==> config.mk <==
export PLATFORM = sky130hd
export DESIGN_NAME = interval_lane_assigner_unit_flat
export DESIGN_NICKNAME = d
export VERILOG_FILES = /design/src/hdl/ila_pkg.sv /design/src/hdl/ila_if.sv /design/src/hdl/ila_ram.sv /design/src/hdl/ila_ctrl.sv /design/src/hdl/ila_dp.sv /design/src/hdl/interval_lane_assigner_unit.sv /design/src/flat_wrapper.sv
export SDC_FILE = /design/constraint.sdc
export NUM_CORES = 2
export LEC_CHECK = 0
export BUFFER_PORTS_ARGS = -buffer_cell sky130_fd_sc_hd__buf_2
export CAP_MARGIN = 20
export CELL_PAD_IN_SITES_DETAIL_PLACEMENT = 1
export CELL_PAD_IN_SITES_GLOBAL_PLACEMENT = 2
export CORE_MARGIN = 10
export CORE_UTILIZATION = 40
export DETAILED_ROUTE_END_ITERATION = 10
export HOLD_SLACK_MARGIN = 0.03
export PLACE_DENSITY_LB_ADDON = 0.1
export SYNTH_ARGS = -nofsm -noshare
export SYNTH_HDL_FRONTEND = slang
export SYNTH_HIERARCHICAL = 1
export SYNTH_SLANG_ARGS = --single-unit
==> constraint.sdc <==
create_clock -name clk -period 9.8 [get_ports clk]
set_clock_uncertainty 0.1 [all_clocks]
set_input_delay 1.47 -clock clk [delete_from_list [all_inputs] [get_ports clk]]
set_output_delay 1.47 -clock clk [all_outputs]
set_load 0.03 [all_outputs]
==> src/hdl/ila_pkg.sv <==
`timescale 1ns / 1ps
`default_nettype none

package ila_pkg;

  localparam int IN_TIME_W  = 32;
  localparam int LANE_W     = 6;
  localparam int STATUS_W   = 2;
  localparam int COUNT_W    = 7;
  localparam int SPAN_W     = 32;

  typedef enum logic [STATUS_W-1:0] {
    ST_REUSE    = 2'd0,
    ST_OPEN     = 2'd1,
    ST_OVERFLOW = 2'd2
  } ila_status_t;

  typedef enum logic [1:0] {
    S_IDLE,
    S_SCAN,
    S_FINISH
  } ila_state_t;

  // controller to datapath
  typedef struct packed {
    logic load;
    logic scan;
    logic finish;
  } ila_cmd_t;

  // datapath to controller
  typedef struct packed {
    logic scan_done;
    logic out_busy;
  } ila_sts_t;

endpackage

`default_nettype wire

==> src/hdl/ila_if.sv <==
`timescale 1ns / 1ps
`default_nettype none

interface ila_in_if;
  import ila_pkg::*;
  logic                 valid;
  logic                 ready;
  logic [IN_TIME_W-1:0] start_ms;
  logic [IN_TIME_W-1:0] end_ms;
  logic                 new_set;

  modport source (output valid, start_ms, end_ms, new_set, input ready);
  modport sink   (input valid, start_ms, end_ms, new_set, output ready);
endinterface

interface ila_out_if;
  import ila_pkg::*;
  logic                valid;
  logic                ready;
  logic [LANE_W-1:0]   lane;
  logic [STATUS_W-1:0] status;
  logic [COUNT_W-1:0]  lane_count;
  logic [SPAN_W-1:0]   span_start;
  logic [SPAN_W-1:0]   span_end;

  modport source (output valid, lane, status, lane_count, span_start, span_end,
                  input ready);
  modport sink   (input valid, lane, status, lane_count, span_start, span_end,
                  output ready);
endinterface

`default_nettype wire

==> src/hdl/ila_ram.sv <==
`timescale 1ns / 1ps
`default_nettype none

module ila_ram #(
  parameter int WIDTH = 32,
  parameter int DEPTH = 64,
  parameter int AW    = (DEPTH > 1) ? $clog2(DEPTH) : 1
) (
  input  wire logic             clk,
  input  wire logic             we,
  input  wire logic [AW-1:0]    waddr,
  input  wire logic [WIDTH-1:0] wdata,
  input  wire logic             re,
  input  wire logic [AW-1:0]    raddr,
  output logic      [WIDTH-1:0] rdata
);

  logic [WIDTH-1:0] mem [DEPTH];

  always_ff @(posedge clk) begin
    if (we) begin
      mem[waddr] <= wdata;
    end
    if (re) begin
      rdata <= mem[raddr];
    end
  end

endmodule

`default_nettype wire

==> src/hdl/ila_ctrl.sv <==
`timescale 1ns / 1ps
`default_nettype none

module ila_ctrl (
  input  wire logic              clk,
  input  wire logic              rst_n,
  input  wire logic              in_valid,
  output logic                   in_ready,
  input  wire ila_pkg::ila_sts_t sts,
  output ila_pkg::ila_cmd_t      cmd
);
  import ila_pkg::*;

  ila_state_t state_r, state_nxt;

  always_ff @(posedge clk) begin
    if (!rst_n) begin
      state_r <= S_IDLE;
    end else begin
      state_r <= state_nxt;
    end
  end

  always_comb begin
    state_nxt = state_r;
    case (state_r)
      S_IDLE: begin
        if (in_valid) begin
          state_nxt = S_SCAN;
        end
      end
      S_SCAN: begin
        if (sts.scan_done) begin
          state_nxt = S_FINISH;
        end
      end
      S_FINISH: begin
        // hold until the output register can take the result
        if (!sts.out_busy) begin
          state_nxt = S_IDLE;
        end
      end
      default: state_nxt = S_IDLE;
    endcase
  end

  always_comb begin
    in_ready   = 1'b0;
    cmd        = '0;
    case (state_r)
      S_IDLE: begin
        in_ready = 1'b1;
        cmd.load = in_valid;
      end
      S_SCAN: begin
        cmd.scan = 1'b1;
      end
      S_FINISH: begin
        cmd.finish = !sts.out_busy;
      end
      default: begin
        in_ready = 1'b0;
      end
    endcase
  end

endmodule

`default_nettype wire

==> src/hdl/ila_dp.sv <==
`timescale 1ns / 1ps
`default_nettype none

module ila_dp #(
  parameter int MAX_LANES  = 64,
  parameter int TIME_WIDTH = 32
) (
  input  wire logic                            clk,
  input  wire logic                            rst_n,
  input  wire ila_pkg::ila_cmd_t               cmd,
  output ila_pkg::ila_sts_t                    sts,
  input  wire logic [ila_pkg::IN_TIME_W-1:0]   in_start_ms,
  input  wire logic [ila_pkg::IN_TIME_W-1:0]   in_end_ms,
  input  wire logic                            in_new_set,
  output logic                                 out_valid,
  input  wire logic                            out_ready,
  output logic [ila_pkg::LANE_W-1:0]           out_lane,
  output logic [ila_pkg::STATUS_W-1:0]         out_status,
  output logic [ila_pkg::COUNT_W-1:0]          out_lane_count,
  output logic [ila_pkg::SPAN_W-1:0]           out_span_start,
  output logic [ila_pkg::SPAN_W-1:0]           out_span_end
);
  import ila_pkg::*;

  localparam int LW  = (MAX_LANES > 1) ? $clog2(MAX_LANES) : 1;
  localparam int CW  = $clog2(MAX_LANES + 1);
  localparam int TW  = TIME_WIDTH;
  localparam int LWX = (LW > LANE_W) ? LW : LANE_W;
  localparam int CWX = (CW > COUNT_W) ? CW : COUNT_W;
  localparam int TWX = (TW > SPAN_W) ? TW : SPAN_W;
  localparam logic [CW-1:0] FULL = CW'(MAX_LANES);

  logic [TW-1:0]  start_r, end_r;
  logic [TW-1:0]  min_r, min_nxt;
  logic [TW-1:0]  max_r, max_nxt;
  logic [CW-1:0]  used_r, used_nxt;
  logic [CW-1:0]  cnt_r, cnt_nxt;
  logic           rdv_r;
  logic [LW-1:0]  rdidx_r;
  logic           found_r, found_nxt;
  logic [LW-1:0]  pick_r, pick_nxt;
  logic [TW-1:0]  best_r, best_nxt;

  logic           issue, hit, empty;
  logic [TW-1:0]  start_in, end_in, rd_data;
  logic           wr_en;
  logic [LW-1:0]  wr_addr;
  logic [TW-1:0]  wr_data;

  logic                out_valid_r, out_valid_nxt;
  logic [LWX-1:0]      lane_r;
  ila_status_t         status_r;
  logic [CWX-1:0]      count_r;
  logic [TWX-1:0]      span_s_r, span_e_r;

  assign start_in = TW'(in_start_ms);
  assign end_in   = TW'(in_end_ms);

  ila_ram #(
    .WIDTH (TW),
    .DEPTH (MAX_LANES),
    .AW    (LW)
  ) u_lane_end (
    .clk   (clk),
    .we    (wr_en),
    .waddr (wr_addr),
    .wdata (wr_data),
    .re    (issue),
    .raddr (cnt_r[LW-1:0]),
    .rdata (rd_data)
  );

  // one read issued per cycle, compared when it returns
  assign issue = cmd.scan && (cnt_r < used_r);
  assign hit   = rdv_r && (rd_data <= start_r) && (!found_r || rd_data < best_r);

  assign sts.scan_done = (cnt_r == used_r) && !rdv_r;
  assign sts.out_busy  = out_valid_r && !out_ready;

  assign empty = in_new_set || (used_r == '0);

  always_comb begin
    min_nxt   = min_r;
    max_nxt   = max_r;
    used_nxt  = used_r;
    cnt_nxt   = cnt_r;
    found_nxt = found_r;
    pick_nxt  = pick_r;
    best_nxt  = best_r;
    wr_en     = 1'b0;
    wr_addr   = used_r[LW-1:0];
    wr_data   = end_r;

    if (cmd.load) begin
      cnt_nxt   = '0;
      found_nxt = 1'b0;
      if (in_new_set) begin
        used_nxt = '0;
      end
      if (empty) begin
        min_nxt = start_in;
        max_nxt = end_in;
      end else begin
        if (start_in < min_r) begin
          min_nxt = start_in;
        end
        if (end_in > max_r) begin
          max_nxt = end_in;
        end
      end
    end

    if (issue) begin
      cnt_nxt = cnt_r + 1'b1;
    end

    if (hit) begin
      found_nxt = 1'b1;
      pick_nxt  = rdidx_r;
      best_nxt  = rd_data;
    end

    if (cmd.finish) begin
      if (found_r) begin
        wr_en   = 1'b1;
        wr_addr = pick_r;
        wr_data = (end_r > best_r) ? end_r : best_r;
      end else if (used_r != FULL) begin
        wr_en    = 1'b1;
        used_nxt = used_r + 1'b1;
      end
    end
  end

  always_comb begin
    out_valid_nxt = out_valid_r;
    if (cmd.finish) begin
      out_valid_nxt = 1'b1;
    end else if (out_ready) begin
      out_valid_nxt = 1'b0;
    end
  end

  always_ff @(posedge clk) begin
    if (!rst_n) begin
      used_r      <= '0;
      min_r       <= '0;
      max_r       <= '0;
      rdv_r       <= 1'b0;
      cnt_r       <= '0;
      out_valid_r <= 1'b0;
    end else begin
      used_r      <= used_nxt;
      min_r       <= min_nxt;
      max_r       <= max_nxt;
      rdv_r       <= issue;
      cnt_r       <= cnt_nxt;
      out_valid_r <= out_valid_nxt;
    end
  end

  always_ff @(posedge clk) begin
    if (cmd.load) begin
      start_r <= start_in;
      end_r   <= end_in;
    end
    rdidx_r <= cnt_r[LW-1:0];
    found_r <= found_nxt;
    pick_r  <= pick_nxt;
    best_r  <= best_nxt;
    if (cmd.finish) begin
      count_r  <= CWX'(used_nxt);
      span_s_r <= TWX'(min_r);
      span_e_r <= TWX'(max_r);
      if (found_r) begin
        lane_r   <= LWX'(pick_r);
        status_r <= ST_REUSE;
      end else if (used_r != FULL) begin
        lane_r   <= LWX'(used_r[LW-1:0]);
        status_r <= ST_OPEN;
      end else begin
        lane_r   <= '0;
        status_r <= ST_OVERFLOW;
      end
    end
  end

  assign out_valid      = out_valid_r;
  assign out_lane       = lane_r[LANE_W-1:0];
  assign out_status     = status_r;
  assign out_lane_count = count_r[COUNT_W-1:0];
  assign out_span_start = span_s_r[SPAN_W-1:0];
  assign out_span_end   = span_e_r[SPAN_W-1:0];

endmodule

`default_nettype wire

==> src/hdl/interval_lane_assigner_unit.sv <==
`timescale 1ns / 1ps
`default_nettype none

// Channel   Dir  Handshake            Transaction
// in_ch     in   in_ch.valid/ready    start_ms, end_ms, new_set
// out_ch    out  out_ch.valid/ready   lane, status, lane_count, span_start, span_end
//
// One interval per transaction, one result per interval. After acceptance an
// interval is loaded, scanned against every lane in use and then finished
// before its result is registered: the lane-end memory is read once per cycle
// with a registered read port, and each returned end is compared in the cycle after.
// Synchronous active-low reset clears the lane count, the span and the
// handshake state; the lane-end memory needs no clearing.
// A new interval is taken while the previous result waits in the output
// register; a held result stalls only the final write of the next one.

module interval_lane_assigner_unit #(
  parameter int MAX_LANES  = 64,
  parameter int TIME_WIDTH = 32
) (
  input wire logic clk,
  input wire logic rst_n,
  ila_in_if.sink   in_ch,
  ila_out_if.source out_ch
);
  import ila_pkg::*;

  ila_cmd_t cmd;
  ila_sts_t sts;
  logic     in_ready;

  assign in_ch.ready = in_ready;

  ila_ctrl u_ctrl (
    .clk      (clk),
    .rst_n    (rst_n),
    .in_valid (in_ch.valid),
    .in_ready (in_ready),
    .sts      (sts),
    .cmd      (cmd)
  );

  ila_dp #(
    .MAX_LANES  (MAX_LANES),
    .TIME_WIDTH (TIME_WIDTH)
  ) u_dp (
    .clk            (clk),
    .rst_n          (rst_n),
    .cmd            (cmd),
    .sts            (sts),
    .in_start_ms    (in_ch.start_ms),
    .in_end_ms      (in_ch.end_ms),
    .in_new_set     (in_ch.new_set),
    .out_valid      (out_ch.valid),
    .out_ready      (out_ch.ready),
    .out_lane       (out_ch.lane),
    .out_status     (out_ch.status),
    .out_lane_count (out_ch.lane_count),
    .out_span_start (out_ch.span_start),
    .out_span_end   (out_ch.span_end)
  );

endmodule

`default_nettype wire

==> src/flat_wrapper.sv <==
// flat-port wrapper written by rule: the top's interface ports become plain ports
module interval_lane_assigner_unit_flat import ila_pkg::*;
#(
  parameter int MAX_LANES  = 64,
  parameter int TIME_WIDTH = 32
)
  (clk, rst_n, in_ch_valid, in_ch_start_ms, in_ch_end_ms, in_ch_new_set, in_ch_ready, out_ch_valid, out_ch_lane, out_ch_status, out_ch_lane_count, out_ch_span_start, out_ch_span_end, out_ch_ready);
  ila_in_if in_ch_i ();
  ila_out_if out_ch_i ();
  input wire logic clk;
  input wire logic rst_n;
  input wire logic [$bits(in_ch_i.valid)-1:0] in_ch_valid;
  input wire logic [$bits(in_ch_i.start_ms)-1:0] in_ch_start_ms;
  input wire logic [$bits(in_ch_i.end_ms)-1:0] in_ch_end_ms;
  input wire logic [$bits(in_ch_i.new_set)-1:0] in_ch_new_set;
  output wire logic [$bits(in_ch_i.ready)-1:0] in_ch_ready;
  output wire logic [$bits(out_ch_i.valid)-1:0] out_ch_valid;
  output wire logic [$bits(out_ch_i.lane)-1:0] out_ch_lane;
  output wire logic [$bits(out_ch_i.status)-1:0] out_ch_status;
  output wire logic [$bits(out_ch_i.lane_count)-1:0] out_ch_lane_count;
  output wire logic [$bits(out_ch_i.span_start)-1:0] out_ch_span_start;
  output wire logic [$bits(out_ch_i.span_end)-1:0] out_ch_span_end;
  input wire logic [$bits(out_ch_i.ready)-1:0] out_ch_ready;
  assign in_ch_i.valid = in_ch_valid;
  assign in_ch_i.start_ms = in_ch_start_ms;
  assign in_ch_i.end_ms = in_ch_end_ms;
  assign in_ch_i.new_set = in_ch_new_set;
  assign in_ch_ready = in_ch_i.ready;
  assign out_ch_valid = out_ch_i.valid;
  assign out_ch_lane = out_ch_i.lane;
  assign out_ch_status = out_ch_i.status;
  assign out_ch_lane_count = out_ch_i.lane_count;
  assign out_ch_span_start = out_ch_i.span_start;
  assign out_ch_span_end = out_ch_i.span_end;
  assign out_ch_i.ready = out_ch_ready;
  interval_lane_assigner_unit #(.MAX_LANES(MAX_LANES), .TIME_WIDTH(TIME_WIDTH)) u_core (.clk(clk), .rst_n(rst_n), .in_ch(in_ch_i), .out_ch(out_ch_i));
endmodule
==> out/results.ini <==
[synth]
async_flop_share_pct=0
postSynthRegisterBits=2350
netlist_area_um2=92500
avgSynthCellArea_um2=20.4
syn_inst=4530
ys.flop_type=edfxtp_1
synth_cell_types=71
synth_nets=4767
synth_edf_count=2261
ys.warnings.count=6
yosysSeqAreaShare_pct=75.3

[routing]
drt_iter0_drc=4485
drt_wl_total_um=257000
viasPerCell=5.70
routedWlPerCell_um=31.7
drcViolationCount=0
final_antenna_net_count=0
routed-via-count=46200
dr.pass1.iters=5

[cts]
insertion_delay_ps=910
cts_resized=0
cts.path.max_buffers=4
h-tree-depth=5
ctsHoldBuffers=0
cts_setup_buffers=0
cts_tree=yes
cts_root_buf=clkbuf_16
cts_sinks=2350
cts_inserted_buffers=278
clk_pin_slew_worst_paths_ps=60

[worst_setup_path]
crit_arrival_ps=5160
critPathMostFrequentCell=nor2_4
crit_path_end=u_core/u_dp/u_lane_end/mem[25][13]$_DFFE_PP_
worst-r2r-cell-count=6
rr_endpoint=u_core/u_dp/u_lane_end/rdata[0]$_DFFE_PP_
end_kind=flop
cp_max_fo=33
startpoint=out_ch_ready
crit_type=in2reg
required_ps=10220
cp_cell_sequence=buf_2 > nor2b_1 > nor2_4 > buf_4 > nand2_1 > mux2_2 > nor2_1 > nand3_1 > nor2_4
cpMaxStageDelayCell=nor2_4
critPathMaxStageDelay_ps=1150
worstReg2RegStart=u_core/u_dp/cnt_r[0]$_SDFFE_PN0P_
rrSetupSlack_ps=5150
critPathLaunchType=input pin

[timing]
fin_tns_setup_ps=0
worstMarginPinSlew_ps=1100
rsz0062_at_grt=no
holdWs_ps=305
setup_viol=0
relSlewSlack_pct=26.4
period_share_pct=48.4
fin_crit_ps=4740
slew_violations=0
max_freq_mhz=211
hold_violations=0

[floorplanning]
fp.dieW_um=501
start_util_pct=40.2
die_h_um=501
pin_count=150
core_um2=230000
rows=176
die_area_um2=251000

[placement]
place_hpwl_um=157000
place_area_um2=97700
gp_congestion=0.781
portBuffers=149

[pwr]
vdd_drop_max_v=0.000152
power.density_nw_per_um2=202
p_leak_uw=0.0330
power_uw=21500

[outcome]
status=completed

[global_routing]
grt_pass1_wl_um=365000
track_usage_pct=20.2
grt_max_degree=112
grt_overflow_total=0
first_global_vias=48000
antenna_found_initial=11

[flow_run]
drv_cap=0

[finish]
mostFrequentLayoutCell=edfxtp_1
fill_cells=20900
final_cell_mix=edfxtp_1 (2261), mux4_2 (544), clkbuf_16 (285)
fin_nets=5129
drive_gt1_share_pct=26.8
final_area_um2=106000
syn2layout_area_growth_pct=14.6

[worst_hold_path]
min_path_type=reg2reg

==> worst min path at each step <==
stage	startpoint	cells after the start	to	slack, ps
6_report	u_core/u_dp/rdidx_r[1]$_DFF_P_	0	u_core/u_dp/pick_r[1]$_DFFE_PP_	300
5_1_grt	u_core/u_dp/rdidx_r[2]$_DFF_P_	0	u_core/u_dp/pick_r[2]$_DFFE_PP_	310
4_1_cts	u_core/u_dp/rdidx_r[5]$_DFF_P_	0	u_core/u_dp/pick_r[5]$_DFFE_PP_	300
3_5_place_dp	u_core/u_dp/rdidx_r[1]$_DFF_P_	0	u_core/u_dp/pick_r[1]$_DFFE_PP_	290
3_3_place_gp	u_core/u_dp/rdidx_r[4]$_DFF_P_	0	u_core/u_dp/pick_r[4]$_DFFE_PP_	290
2_1_floorplan	u_core/u_dp/rdidx_r[0]$_DFF_P_	0	u_core/u_dp/pick_r[0]$_DFFE_PP_	290
==> cell type report <==
| type | count | area [um2] | share of cell area, % |
|---|---|---|---|
| sequential | 2350 | 69700 | 65.7 |
| multi-input combinational | 1824 | 21700 | 20.5 |
| clock buffer | 350 | 7440 | 7.01 |
| tap | 3026 | 3790 | 3.57 |
| timing repair buffer | 300 | 2070 | 1.96 |
| clock inverter | 100 | 777 | 0.733 |
| inverter | 138 | 518 | 0.489 |
| antenna | 12 | 30.0 | 0.0283 |
==> power by group <==
part | switching [uW] | internal (uW)
combinational | 552 | 180
sequential | 47.5 | 11200
clock | 3870 | 5650
total | 4470 | 17000
==> worst max-delay path, delay by kind of cell <==
| family | cells | cell delay (ps) |
|---|---|---|
| and+or+nand+nor | 6 | 2730 |
| buffers and inverters | 2 | 410 |
| muxes | 1 | 480 |
==> synth_stat cells (all sizes together) (5+ instances only) <==
cell type / n / area (um2)
a21o: 7 / 52.6
o21ai: 103 / 636
nor3: 13 / 65.1
inv: 138 / 518
nand2: 151 / 567
nor2b: 26 / 163
edfxtp: 2261 / 67900
a21oi: 124 / 624
a211oi: 13 / 97.6
a311oi: 8 / 70.1
mux2: 39 / 439
and2: 11 / 71.3
a22oi: 14 / 119
buf: 132 / 833
mux2i: 97 / 971
nand4: 33 / 206
and3: 9 / 56.3
mux4: 544 / 12300
nand2b: 13 / 81.3
nor2: 158 / 593
o221ai: 28 / 245
nand3b: 5 / 37.5
or3b: 5 / 43.8
ha: 168 / 2100
o211ai: 7 / 52.6
nor4: 8 / 65.1
clkbuf: 86 / 330
dfxtp: 89 / 1780
nand3: 96 / 526
and4: 5 / 43.8
o22ai: 84 / 526
==> metrics by stage <==
stage | cells | util, % | setup slack (ps)
2_1_floorplan | 4530 | - | 277
3_3_place_gp | 7632 | 42.4 | 4090
3_5_place_dp | 7635 | 42.5 | 4170
4_1_cts | 8085 | 46.0 | 5110
5_1_grt | 8090 | 46.1 | 4900
6_report | 8100 | 46.1 | 5060
==> logic make-up (layout without fill, tap and decap cells) <==
| family | count (synthesis) | after routing | synth area share, % |
|---|---|---|---|
| flip-flops | 2350 | 2350 | 75.3 |
| other | 0 | 12 | 0 |
| AND/OR/NAND/NOR | 546 | 546 | 2.82 |
| multiplexers | 680 | 680 | 14.8 |
| adder cells (fa/ha/maj) | 168 | 168 | 2.27 |
| AO/OA/AOI/OAI | 429 | 429 | 3.01 |
| XOR/XNOR | 1 | 1 | 0.00947 |
| buffers and inverters | 356 | 888 | 1.82 |
==> registers in the layout, summed over array words and instances, names as in the netlist, 32 cells and up <==
signal / count
u_core/u_dp/u_lane_end/mem: 2048
u_core/u_dp/best_r: 32
u_core/u_dp/end_r: 32
u_core/u_dp/max_r: 32
u_core/u_dp/min_r: 32
u_core/u_dp/out_span_end: 32
u_core/u_dp/out_span_start: 32
u_core/u_dp/start_r: 32
u_core/u_dp/u_lane_end/rdata: 32
==> routing by layer <==
layer / GRT usage (%) / part of all wire (%)
met5: 0 / 0
met4: 4.94 / 2.2
met3: 3.47 / 6.0
met2: 30.7 / 45
met1: 30.4 / 46
Power figures use the tool's default switching activity.
